**src/bsft_pkg.sv**
```systemverilog
// ----------------------------------------------------------------------------
// bsft_pkg
// Shared types and constants of the byte-stuffing frame transmitter.
// ----------------------------------------------------------------------------
package bsft_pkg;

    // input transaction payload
    typedef struct packed {
        logic [7:0] data_byte;
        logic [7:0] control_byte;
        logic       first_byte;
        logic       last_byte;
    } t_in_item;

    // output transaction payload
    typedef struct packed {
        logic [7:0] out_byte;
        logic       run_end;
        logic       frame_end;
    } t_out_item;

    // classified job handed from front to back through the queue
    typedef struct packed {
        logic [7:0] data_byte;
        logic [7:0] control_byte;
        logic [7:0] bcc2;
        logic       first_byte;
        logic       last_byte;
    } t_job;

    // configuration register set
    typedef struct packed {
        logic [7:0] flag_value;
        logic [7:0] escape_value;
        logic [7:0] flag_hide_value;
        logic [7:0] escape_hide_value;
        logic [7:0] address_value;
    } t_cfg;

    // register indexes
    localparam logic [2:0] REG_FLAG        = 3'd0;
    localparam logic [2:0] REG_ESCAPE      = 3'd1;
    localparam logic [2:0] REG_FLAG_HIDE   = 3'd2;
    localparam logic [2:0] REG_ESCAPE_HIDE = 3'd3;
    localparam logic [2:0] REG_ADDRESS     = 3'd4;

    // register reset values
    localparam logic [7:0] RST_FLAG        = 8'h7E;
    localparam logic [7:0] RST_ESCAPE      = 8'h7D;
    localparam logic [7:0] RST_FLAG_HIDE   = 8'h5E;
    localparam logic [7:0] RST_ESCAPE_HIDE = 8'h5D;
    localparam logic [7:0] RST_ADDRESS     = 8'h03;

endpackage

```
**src/bsft_front.sv**
```systemverilog
// ----------------------------------------------------------------------------
// bsft_front
// Accepts payload transactions, keeps the running payload XOR and pushes a
// classified job (marks, control byte, BCC2) into the queue.
// ----------------------------------------------------------------------------
module bsft_front (
    input  logic              i_clk,
    input  logic              i_rst_n,
    input  logic              i_valid,
    input  bsft_pkg::t_in_item i_item,
    input  logic              i_full,
    output logic              o_ready,
    output logic              o_push,
    output bsft_pkg::t_job    o_job
);

    logic [7:0] r_parity;
    logic [7:0] n_parity;
    logic [7:0] w_base;
    logic [7:0] w_fold;

    // accept whenever the queue has room
    assign o_ready = !i_full;
    assign o_push  = i_valid && !i_full;

    // parity restarts on a first mark and is cleared after a last mark
    always_comb begin
        w_base   = i_item.first_byte ? 8'h00 : r_parity;
        w_fold   = w_base ^ i_item.data_byte;
        n_parity = i_item.last_byte ? 8'h00 : w_fold;
    end

    // job record
    always_comb begin
        o_job.data_byte    = i_item.data_byte;
        o_job.control_byte = i_item.control_byte;
        o_job.bcc2         = w_fold;
        o_job.first_byte   = i_item.first_byte;
        o_job.last_byte    = i_item.last_byte;
    end

    // parity register
    always_ff @(posedge i_clk) begin
        if (!i_rst_n) begin
            r_parity <= 8'h00;
        end else if (o_push) begin
            r_parity <= n_parity;
        end
    end

endmodule

```
**src/bsft_fifo.sv**
```systemverilog
// ----------------------------------------------------------------------------
// bsft_fifo
// Short job queue between the front and the back.
// ----------------------------------------------------------------------------
module bsft_fifo #(
    parameter int DEPTH = 4
) (
    input  logic           i_clk,
    input  logic           i_rst_n,
    input  logic           i_push,
    input  bsft_pkg::t_job i_job,
    input  logic           i_pop,
    output bsft_pkg::t_job o_job,
    output logic           o_empty,
    output logic           o_full
);

    localparam int PW = (DEPTH > 1) ? $clog2(DEPTH) : 1;
    localparam int CW = $clog2(DEPTH + 1);
    localparam logic [PW-1:0] LAST_PTR = PW'(DEPTH - 1);
    localparam logic [CW-1:0] FULL_CNT = CW'(DEPTH);

    bsft_pkg::t_job r_mem [DEPTH];
    logic [PW-1:0]  r_wr_ptr;
    logic [PW-1:0]  r_rd_ptr;
    logic [CW-1:0]  r_count;

    assign o_empty = (r_count == '0);
    assign o_full  = (r_count == FULL_CNT);
    assign o_job   = r_mem[r_rd_ptr];

    // storage
    always_ff @(posedge i_clk) begin
        if (i_push) begin
            r_mem[r_wr_ptr] <= i_job;
        end
    end

    // pointers and fill count
    always_ff @(posedge i_clk) begin
        if (!i_rst_n) begin
            r_wr_ptr <= '0;
            r_rd_ptr <= '0;
            r_count  <= '0;
        end else begin
            if (i_push) begin
                r_wr_ptr <= (r_wr_ptr == LAST_PTR) ? '0 : r_wr_ptr + 1'b1;
            end
            if (i_pop) begin
                r_rd_ptr <= (r_rd_ptr == LAST_PTR) ? '0 : r_rd_ptr + 1'b1;
            end
            if (i_push && !i_pop) begin
                r_count <= r_count + 1'b1;
            end else if (!i_push && i_pop) begin
                r_count <= r_count - 1'b1;
            end
        end
    end

endmodule

```
**src/bsft_back.sv**
```systemverilog
// ----------------------------------------------------------------------------
// bsft_back
// Walks one job through header (first mark), payload and trailer (last mark)
// symbols, stuffs them and emits one registered line byte per unstalled cycle.
// ----------------------------------------------------------------------------
module bsft_back (
    input  logic                i_clk,
    input  logic                i_rst_n,
    input  bsft_pkg::t_job      i_job,
    input  logic                i_empty,
    input  bsft_pkg::t_cfg      i_cfg,
    input  logic                i_ready,
    output logic                o_pop,
    output logic                o_valid,
    output bsft_pkg::t_out_item o_item
);

    typedef enum logic [2:0] {
        P_OPEN,
        P_ADDR,
        P_CTRL,
        P_BCC1,
        P_DATA,
        P_BCC2,
        P_CLOSE
    } t_phase;

    t_phase              r_phase;
    logic                r_started;
    logic                r_second;
    logic [7:0]          r_hide;
    logic                r_out_valid;
    bsft_pkg::t_out_item r_out;

    t_phase     w_phase;
    t_phase     w_next_phase;
    logic [7:0] w_sym;
    logic       w_can;
    logic       w_fire;
    logic       w_advance;
    logic       w_done;
    logic [7:0] n_byte;
    logic       n_second;
    logic [7:0] n_hide;

    assign w_can   = !r_out_valid || i_ready;
    assign w_fire  = !i_empty && w_can;
    assign o_valid = r_out_valid;
    assign o_item  = r_out;
    assign o_pop   = w_fire && w_done;

    // phase of the current job and the symbol it stands for
    always_comb begin
        if (r_started) begin
            w_phase = r_phase;
        end else begin
            w_phase = i_job.first_byte ? P_OPEN : P_DATA;
        end
        case (w_phase)
            P_ADDR:  w_sym = i_cfg.address_value;
            P_CTRL:  w_sym = i_job.control_byte;
            P_BCC1:  w_sym = i_cfg.address_value ^ i_job.control_byte;
            P_DATA:  w_sym = i_job.data_byte;
            P_BCC2:  w_sym = i_job.bcc2;
            default: w_sym = i_cfg.flag_value;
        endcase
        case (w_phase)
            P_OPEN:  w_next_phase = P_ADDR;
            P_ADDR:  w_next_phase = P_CTRL;
            P_CTRL:  w_next_phase = P_BCC1;
            P_BCC1:  w_next_phase = P_DATA;
            P_DATA:  w_next_phase = P_BCC2;
            P_BCC2:  w_next_phase = P_CLOSE;
            default: w_next_phase = P_OPEN;
        endcase
    end

    // stuffing: flag rule first, then escape rule
    always_comb begin
        n_second  = 1'b0;
        n_hide    = r_hide;
        w_advance = 1'b1;
        if (r_second) begin
            n_byte = r_hide;
        end else if (w_phase == P_OPEN || w_phase == P_CLOSE) begin
            n_byte = i_cfg.flag_value;
        end else if (w_sym == i_cfg.flag_value) begin
            n_byte    = i_cfg.escape_value;
            n_second  = 1'b1;
            n_hide    = i_cfg.flag_hide_value;
            w_advance = 1'b0;
        end else if (w_sym == i_cfg.escape_value) begin
            n_byte    = i_cfg.escape_value;
            n_second  = 1'b1;
            n_hide    = i_cfg.escape_hide_value;
            w_advance = 1'b0;
        end else begin
            n_byte = w_sym;
        end
        w_done = w_advance &&
                 (w_phase == P_CLOSE || (w_phase == P_DATA && !i_job.last_byte));
    end

    // sequencer state and output register
    always_ff @(posedge i_clk) begin
        if (!i_rst_n) begin
            r_started   <= 1'b0;
            r_second    <= 1'b0;
            r_out_valid <= 1'b0;
        end else if (w_fire) begin
            r_out_valid     <= 1'b1;
            r_out.out_byte  <= n_byte;
            r_out.run_end   <= w_done;
            r_out.frame_end <= (w_phase == P_CLOSE);
            r_second        <= n_second;
            r_hide          <= n_hide;
            if (w_done) begin
                r_started <= 1'b0;
            end else begin
                r_started <= 1'b1;
                r_phase   <= w_advance ? w_next_phase : w_phase;
            end
        end else if (i_ready) begin
            r_out_valid <= 1'b0;
        end
    end

endmodule

```
**src/byte_stuffing_frame_transmitter.sv**
```systemverilog
// ----------------------------------------------------------------------------
// byte_stuffing_frame_transmitter
// HDLC-like framer: header with XOR check, stuffed payload, XOR trailer.
// ----------------------------------------------------------------------------
// The first line byte of a transaction passes through the job queue and the
// back output register before it is valid on the output.
// The back sequencer emits one line byte per cycle while a job is queued and
// the receiver is ready; an input transaction puts 1 to 2 line bytes on the
// line alone, up to 12 with header and trailer. The job queue lets input be
// taken while earlier transactions are emitted. Reset (synchronous, active
// low) empties the queue, clears parity and loads the register defaults.
module byte_stuffing_frame_transmitter #(
    parameter int QUEUE_DEPTH = 4
) (
    input  logic                i_clk,
    input  logic                i_rst_n,
    input  logic                i_valid,
    output logic                o_ready,
    input  bsft_pkg::t_in_item  i_data,
    output logic                o_valid,
    input  logic                i_ready,
    output bsft_pkg::t_out_item o_data,
    input  logic                psel,
    input  logic                penable,
    input  logic                pwrite,
    input  logic [4:0]          paddr,
    input  logic [31:0]         pwdata,
    output logic [31:0]         prdata,
    output logic                pready
);

    bsft_pkg::t_cfg r_cfg;
    bsft_pkg::t_job w_push_job;
    bsft_pkg::t_job w_head_job;
    logic           w_push;
    logic           w_pop;
    logic           w_empty;
    logic           w_full;
    logic [2:0]     w_index;

    assign pready  = 1'b1;
    assign w_index = paddr[4:2];

    // register writes
    always_ff @(posedge i_clk) begin
        if (!i_rst_n) begin
            r_cfg.flag_value        <= bsft_pkg::RST_FLAG;
            r_cfg.escape_value      <= bsft_pkg::RST_ESCAPE;
            r_cfg.flag_hide_value   <= bsft_pkg::RST_FLAG_HIDE;
            r_cfg.escape_hide_value <= bsft_pkg::RST_ESCAPE_HIDE;
            r_cfg.address_value     <= bsft_pkg::RST_ADDRESS;
        end else if (psel && penable && pwrite) begin
            case (w_index)
                bsft_pkg::REG_FLAG:        r_cfg.flag_value        <= pwdata[7:0];
                bsft_pkg::REG_ESCAPE:      r_cfg.escape_value      <= pwdata[7:0];
                bsft_pkg::REG_FLAG_HIDE:   r_cfg.flag_hide_value   <= pwdata[7:0];
                bsft_pkg::REG_ESCAPE_HIDE: r_cfg.escape_hide_value <= pwdata[7:0];
                bsft_pkg::REG_ADDRESS:     r_cfg.address_value     <= pwdata[7:0];
                default: ;
            endcase
        end
    end

    // register reads
    always_comb begin
        case (w_index)
            bsft_pkg::REG_FLAG:        prdata = {24'h0, r_cfg.flag_value};
            bsft_pkg::REG_ESCAPE:      prdata = {24'h0, r_cfg.escape_value};
            bsft_pkg::REG_FLAG_HIDE:   prdata = {24'h0, r_cfg.flag_hide_value};
            bsft_pkg::REG_ESCAPE_HIDE: prdata = {24'h0, r_cfg.escape_hide_value};
            bsft_pkg::REG_ADDRESS:     prdata = {24'h0, r_cfg.address_value};
            default:                   prdata = 32'h0;
        endcase
    end

    // front: accept and classify
    bsft_front u_front (
        .i_clk   (i_clk),
        .i_rst_n (i_rst_n),
        .i_valid (i_valid),
        .i_item  (i_data),
        .i_full  (w_full),
        .o_ready (o_ready),
        .o_push  (w_push),
        .o_job   (w_push_job)
    );

    // job queue
    bsft_fifo #(
        .DEPTH (QUEUE_DEPTH)
    ) u_fifo (
        .i_clk   (i_clk),
        .i_rst_n (i_rst_n),
        .i_push  (w_push),
        .i_job   (w_push_job),
        .i_pop   (w_pop),
        .o_job   (w_head_job),
        .o_empty (w_empty),
        .o_full  (w_full)
    );

    // back: stuff and emit
    bsft_back u_back (
        .i_clk   (i_clk),
        .i_rst_n (i_rst_n),
        .i_job   (w_head_job),
        .i_empty (w_empty),
        .i_cfg   (r_cfg),
        .i_ready (i_ready),
        .o_pop   (w_pop),
        .o_valid (o_valid),
        .o_item  (o_data)
    );

endmodule

```
**config.mk**
```make
export PLATFORM = sky130hd
export DESIGN_NAME = byte_stuffing_frame_transmitter
export DESIGN_NICKNAME = d
export VERILOG_FILES = /design/src/bsft_pkg.sv /design/src/bsft_front.sv /design/src/bsft_fifo.sv /design/src/bsft_back.sv /design/src/byte_stuffing_frame_transmitter.sv
export SDC_FILE = /design/constraint.sdc
export NUM_CORES = 1
export LEC_CHECK = 0
export BUFFER_PORTS_ARGS = -buffer_cell sky130_fd_sc_hd__buf_4
export CAP_MARGIN = 5
export CORE_MARGIN = 10
export CORE_UTILIZATION = 59
export CTS_CLUSTER_DIAMETER = 150
export DETAILED_ROUTE_END_ITERATION = 10
export GPL_TIMING_DRIVEN = 0
export PLACE_DENSITY_LB_ADDON = 0.1
export SYNTH_ARGS = -nofsm -noshare
export SYNTH_HDL_FRONTEND = slang
export SYNTH_SLANG_ARGS = --single-unit
```
**constraint.sdc**
```tcl
create_clock -name i_clk -period 5.65 [get_ports i_clk]
set_input_delay 0.565 -clock i_clk [delete_from_list [all_inputs] [get_ports i_clk]]
set_output_delay 0.565 -clock i_clk [all_outputs]
set_load 0.02 [all_outputs]
```
== After elaboration in Yosys (flattened, before gate mapping) ==
Memory sizes are Yosys's and may differ from the RTL's. A register that Yosys moved wholly into a read port is not among the register bits.
Cells that the tools add are included.

* Memories kept: 1
* Memory bits (writable): 104
* Bits of input ports: 62
* Word-level logic and storage cells: 107
* Register bits: 79

* Reductions and logical operators: 32
* $add $sub $neg: 4
* Muxes and demuxes: 33
* Equality and inequality tests: 15
* Bitwise operators: 5

{| class="wikitable"
|+ Memories
! memory !! words !! bits a word !! read ports !! clocked after memory_dff !! wr ports !! RTL line !! source
|-
| u_fifo.r_mem || 4 || 26 || 1 || 1 || 1 || bsft_fifo.sv:23 || <nowiki>bsft_pkg::t_job r_mem [DEPTH];</nowiki>
|}

{| class="wikitable"
|+ Operators with widths
! operator !! number
|-
| 8-bit one-hot mux with 5 select lines || 2
|-
| 8-bit 2-to-1 mux || 8
|-
| 3-bit one-hot mux with 6 select lines || 1
|-
| 8-bit == test || 2
|-
| 8-bit bitwise XOR || 2
|-
| 3-bit == test (second input constant) || 5
|-
| 3-bit 2-to-1 mux || 5
|-
| 1-bit 2-to-1 mux || 13
|-
| 3-bit by 2-bit == test with 1-bit output (second input constant) || 4
|-
| 2-bit AND reduction || 6
|-
| 1-bit logical AND || 9
|-
| 3-bit logical NOT || 3
|-
| 2-bit 2-to-1 mux || 4
|-
| 3-bit by 1-bit == test with 1-bit output (second input constant) || 2
|-
| 1-bit logical NOT || 6
|-
| 2-bit nonzero test || 3
|-
| 5-bit AND reduction || 1
|-
| 2-bit by 1-bit adder with 2-bit output (second input constant) || 2
|-
| 2-bit == test (second input constant) || 2
|-
| 3-bit by 1-bit adder with 3-bit output (second input constant) || 1
|-
| 1-bit logical OR || 3
|-
| 1-bit NOT || 3
|-
| 3-bit AND reduction || 1
|-
| 3-bit by 1-bit subtractor with 3-bit output (second input constant) || 1
|}

== Depth between registers and ports, before layout ==
* Word-level depth: 14
* Mapped depth: 18
* Gate-level depth less buffers: 15

== Modules after synthesis ==
A second synthesis with hierarchy kept.

* Cells, all modules: 694
* Area total of the unflattened synthesis: 9033.7 µm²

{| class="wikitable"
|+ By module, submodules not included
! module !! area an instance (µm²) !! cells an instance !! times used
|-
| bsft_fifo || 4255.3 || 180 || 1
|-
| byte_stuffing_frame_transmitter || 2134.5 || 231 || 1
|-
| bsft_back || 2014.4 || 226 || 1
|-
| bsft_front || 629.4 || 57 || 1
|}

== Worst setup path after synthesis ==
No wires, ideal clock.

* Kind: register to register
* From: register with a tool-made name
* To: register u_fifo.r_count[2]
* Stages on the path, launching flop included: 17
* Library setup time: 0.076 ns
* Setup slack: 1.618 ns
* Required time: 5.574 ns
* Arrival: 3.957 ns
* Cell sequence: dfxtp_1 > buf_6 > mux4_2 > xnor2_1 > and3_4 > or4_4 > a2111oi_4 > nand3_2 > o21ai_4 > o21bai_4 > nand2_1 > ha_1 > inv_1 > fa_1 > xor2_1 > or3_1 > a21boi_0

{| class="wikitable"
|+ RTL lines
! element !! RTL line !! source
|-
| to (signal assigned) || bsft_fifo.sv:53 || <nowiki>r_count <= r_count + 1'b1;</nowiki>
|-
| to (signal assigned) || bsft_fifo.sv:55 || <nowiki>r_count <= r_count - 1'b1;</nowiki>
|-
| to (decl) || bsft_fifo.sv:26 || <nowiki>logic [CW-1:0] r_count;</nowiki>
|}

==> metrics list <==
- After detailed routing, the number of vias per cell comes to 6.068.
* Die outline height: 143.3 um
- Post-synthesis register bit count: 185
* Placement row count: 44
* Proportion of power drawn by the clock network: 0.276
- Counting both buffers and inverters, the worst setup path holds a total of 3.
- Met3 usage in global routing: 0.05871
* Switching portion of total power: 0.3451
* Estimated wirelength of the detail-placed design: 16780 um
- In this run the worst path has a maximum fanout of 10.
- After technology mapping, the gate count stands at 752.
- Max clock buf depth: 2
* VDD IR-drop max: 0.0003343 V
* Count of endpoints failing setup in the final report: 0
- Hold timing on the final database bottoms out at a slack of 0.3210 ns.
- Core footprint: 14700 um2
- TritonCTS built the clock tree.
- Resized Gates After CTS: 0
- TritonCTS Sinks: 185
* Total grt overflow: 0
- Max-cap violations: 0
* Static Leakage: 3.750 nW
* Switching Power: 1.506 mW
- Number of hold-repair buffers added at the cts stage: 0
- Most common flop cell mapped by yosys: sky130_fd_sc_hd__edfxtp_1
- Worst EP required: 6.02 ns
* Global-route wire length before repair: 35550 um
- Routing layer with the top usage in global route: met2
- Wirelength per Cell: 21.89 um
- Of the total power, combinational logic draws 0.333.
* Outcome: finished clean
- Of the available clock period, the critical path in the final layout requires 0.9128.
- Maximum clock rate: 193.9 MHz
* Met2 demand-to-capacity share in global routing: 0.3716
- Count of nets after finishing: 917
* Final critical-path required period: 5.157 ns
- Initial antenna violation count: 0
- The max-slew violation count is 0.
- Of the synthesized area, sequential elements account for 0.5528.
- STA classifies the critical path startpoint as a register.
* Root buf cell: sky130_fd_sc_hd__clkbuf_16
* Total detailed-routing wirelength: 22870 um
- Maximum level of the CTS H-tree: 4
- The share of total power dissipated in sequential elements is 0.391.
- Clock skew on the completed layout was measured at 0.01338 ns.
* Unrepaired setup endpoints after global routing: false
* Summed negative setup slack over all endpoints: 0 ns
- Top cells by area in the synthesized netlist: sky130_fd_sc_hd__edfxtp_1, sky130_fd_sc_hd__dfxtp_1, sky130_fd_sc_hd__mux4_2, sky130_fd_sc_hd__mux2i_1, sky130_fd_sc_hd__nand2_1
* Final weighted congestion in routability-driven placement: 0.9736
* Worst EP arrival: 5.53 ns
- Relative slew slack: 0.3969
- Clock insertion delay at the later pin of the skew report: 0.45 ns
- Maximum number of pins on one net before global-route repair: 27
* Area share of the leading cell type in the synthesized netlist: 0.4188
* Initial core utilization: 0.6097
- Post-synth EDFFs: 125
* Count of port buffers added during placement: 53
* Remaining number of nets flagged by the antenna check after routing: 0
- Worst Hold Class: input pin to register
* Nature of the critical path endpoint: register
- The Yosys step of the flow raised 0 warnings.
- After clock tree synthesis, the setup repair step added 0 buffers.
- The floorplan step defined a die boundary enclosing 20520 um2.
- Largest area contributor in the synthesized netlist: sky130_fd_sc_hd__edfxtp_1
* Register area: 4955 um2
* Kind of critical path: register to register
* Detailed router's first-iteration violation count: 697
- First-pass iteration count of the detailed router: 5
- Crit path max-delay cell type: sky130_fd_sc_hd__nor4b_1
* Overall global routing resource usage: 0.2286
- In the global route stage, met1 resource usage came out at 0.2838.
- During I/O placement, the number of pins put on the boundary was 107.
- The signal on the critical path passes through buf_2, buf_1, mux4_2, o21a_1, nor4b_1, a21oi_1, a41oi_1, and4bb_1, o21bai_4, nand2_1, ha_1, inv_1, fa_1, xor2_1, or3_1, a21boi_0.
- After detailed routing, the number of remaining DRC violations is 0.
* Via count of the first global-routing pass: 6484
* Internal power: 2.859 mW
- On the worst path, the slowest cell contributes a delay of 0.71 ns.
- Cell family with most CP delay: simple AND/OR/NAND/NOR gates
- Clock tree synthesis inserted a total of 17 buffers.
- For this block, the via count after detailed routing is 6341.
- From left edge to right edge, the die measures 143.3 um.
- Total power for the finished layout comes to 4.365 mW.
- Post-placement worst setup slack: 0.6126 ns
- Average cell area after synthesis: 11.92 um2
- Worst slew pin tran: 0.9013 ns
- Fill cell instance count of the final layout: 1086
* Post-Route Utilization: 0.7008
- CTS clk-pin slew, worst paths: 0.08 ns
* Area taken by multi-input logic gates: 3654 um2
- Minimum setup slack in the final design: 0.4928 ns
- The cell area that synthesis handed to floorplanning was 8962 um2.
* Power Dens Cells: 423.8 nW/um2
- Proportion of layout cells with a drive suffix above 1: 0.2079
* Count of different cell masters after synthesis: 76
- Of all flip-flops after synthesis, the portion carrying an async set or reset was 0.
* Antenna diode count: 0
* Area delta synth->final: 14.94%
- The number of hold-slack violations in the final timing report was 0.
per-layer routing:
metal,vias to the layer above,part of all wire
met2,275,0.48
li1,2924,-
met1,3082,0.42
met5,-,0
met4,0,0.035
met3,60,0.070
state kept, by name, summed over array words and instances, names as in the netlist, named ones only:
name and flops:
u_fifo.r_mem 104, u_front.r_parity 8, u_back.r_phase 3, u_back.r_hide 8, r_cfg 40, u_back.o_item 10, u_back.r_second 1, u_fifo.r_wr_ptr 2
u_fifo.r_rd_ptr 2, u_back.r_started 1, u_fifo.r_count 3, u_back.o_valid 1
cell usage after synthesis (9+ instances only):
library cell,count
sky130_fd_sc_hd__nand2b_1,16
sky130_fd_sc_hd__and2_1,11
sky130_fd_sc_hd__nor2_1,24
sky130_fd_sc_hd__inv_1,20
sky130_fd_sc_hd__nor2b_1,17
sky130_fd_sc_hd__mux2_2,19
sky130_fd_sc_hd__buf_4,28
sky130_fd_sc_hd__mux4_2,21
sky130_fd_sc_hd__xnor2_1,18
sky130_fd_sc_hd__mux2i_1,39
sky130_fd_sc_hd__a21boi_0,10
sky130_fd_sc_hd__clkbuf_1,26
sky130_fd_sc_hd__nand2_1,100
sky130_fd_sc_hd__a22oi_1,22
sky130_fd_sc_hd__dfxtp_1,60
sky130_fd_sc_hd__nand3_1,23
sky130_fd_sc_hd__edfxtp_1,125
sky130_fd_sc_hd__o22ai_1,10
sky130_fd_sc_hd__a21oi_1,9
sky130_fd_sc_hd__o21ai_0,33
layout by cell type (no fill, tap or decap), drive strengths merged, types with 8 or more instances in the layout:
master	Yosys	routed
a21boi	10	10
a21oi	9	9
a22oi	22	22
and2	11	11
buf	38	92
clkbuf	26	43
conb	2	25
dfxtp	60	60
edfxtp	125	125
inv	20	27
mux2	22	22
mux2i	39	39
mux4	21	21
nand2	100	100
nand2b	16	16
nand3	24	24
nor2	25	25
nor2b	17	17
nor3	8	8
o21ai	37	37
o22ai	10	10
xnor2	18	18
stage by stage:
| stage | instance area, um2 | instances |
|---|---|---|
| after floorplan | 9049 | 775 |
| after global placement | 9677 | 1012 |
| after detailed placement | 9692 | 1013 |
| after CTS | 10300 | 1045 |
| after global routing | 10300 | 1045 |
| final | 10300 | 1045 |
logic make-up (layout without fill, tap and decap cells):
group | count (synthesis) | in the layout | share of synthesized area
compound gates | 137 | 137 | 0.1097
flops | 185 | 185 | 0.5528
simple gates | 229 | 229 | 0.1276
xor+xnor | 25 | 25 | 0.02443
other cells | 2 | 25 | 0.0008380
mux | 82 | 82 | 0.1244
fa+ha+maj | 7 | 7 | 0.01061
buf+inv | 85 | 171 | 0.04956
power by group through the flow:
stage	clock network (mW)	registers, mW	logic [mW]
2_1_floorplan	0	1.76	0.978
3_3_place_gp	0	1.73	1.40
3_5_place_dp	0	1.74	1.43
4_1_cts	1.21	1.71	1.44
5_1_grt	1.26	1.72	1.57
6_report	1.20	1.71	1.45
final cells by class:
type,count,share of cell area
inverter,21,0.007652
timing repair buffer,54,0.04008
sequential,185,0.4810
clock inverter,15,0.01749
clock buffer,17,0.04130
tap,184,0.02235
buffer,64,0.03547
multi-input combinational,505,0.3547
worst paths after layout:
path	startpoint	endpoint	slack, ns	cells after the start
worst max register to register	register	u_fifo.r_count[2]$_SDFFE_PN0P_	0.49	16
worst min-delay path	i_data[9]	u_fifo.r_mem[2][17]$_DFFE_PP_	0.32	1
worst min register to register	r_cfg[14]$_SDFFE_PN1P_	r_cfg[14]$_SDFFE_PN1P_	0.49	2
worst max-delay path	register	u_fifo.r_count[2]$_SDFFE_PN0P_	0.49	16
Power figures use the tool's default switching activity.
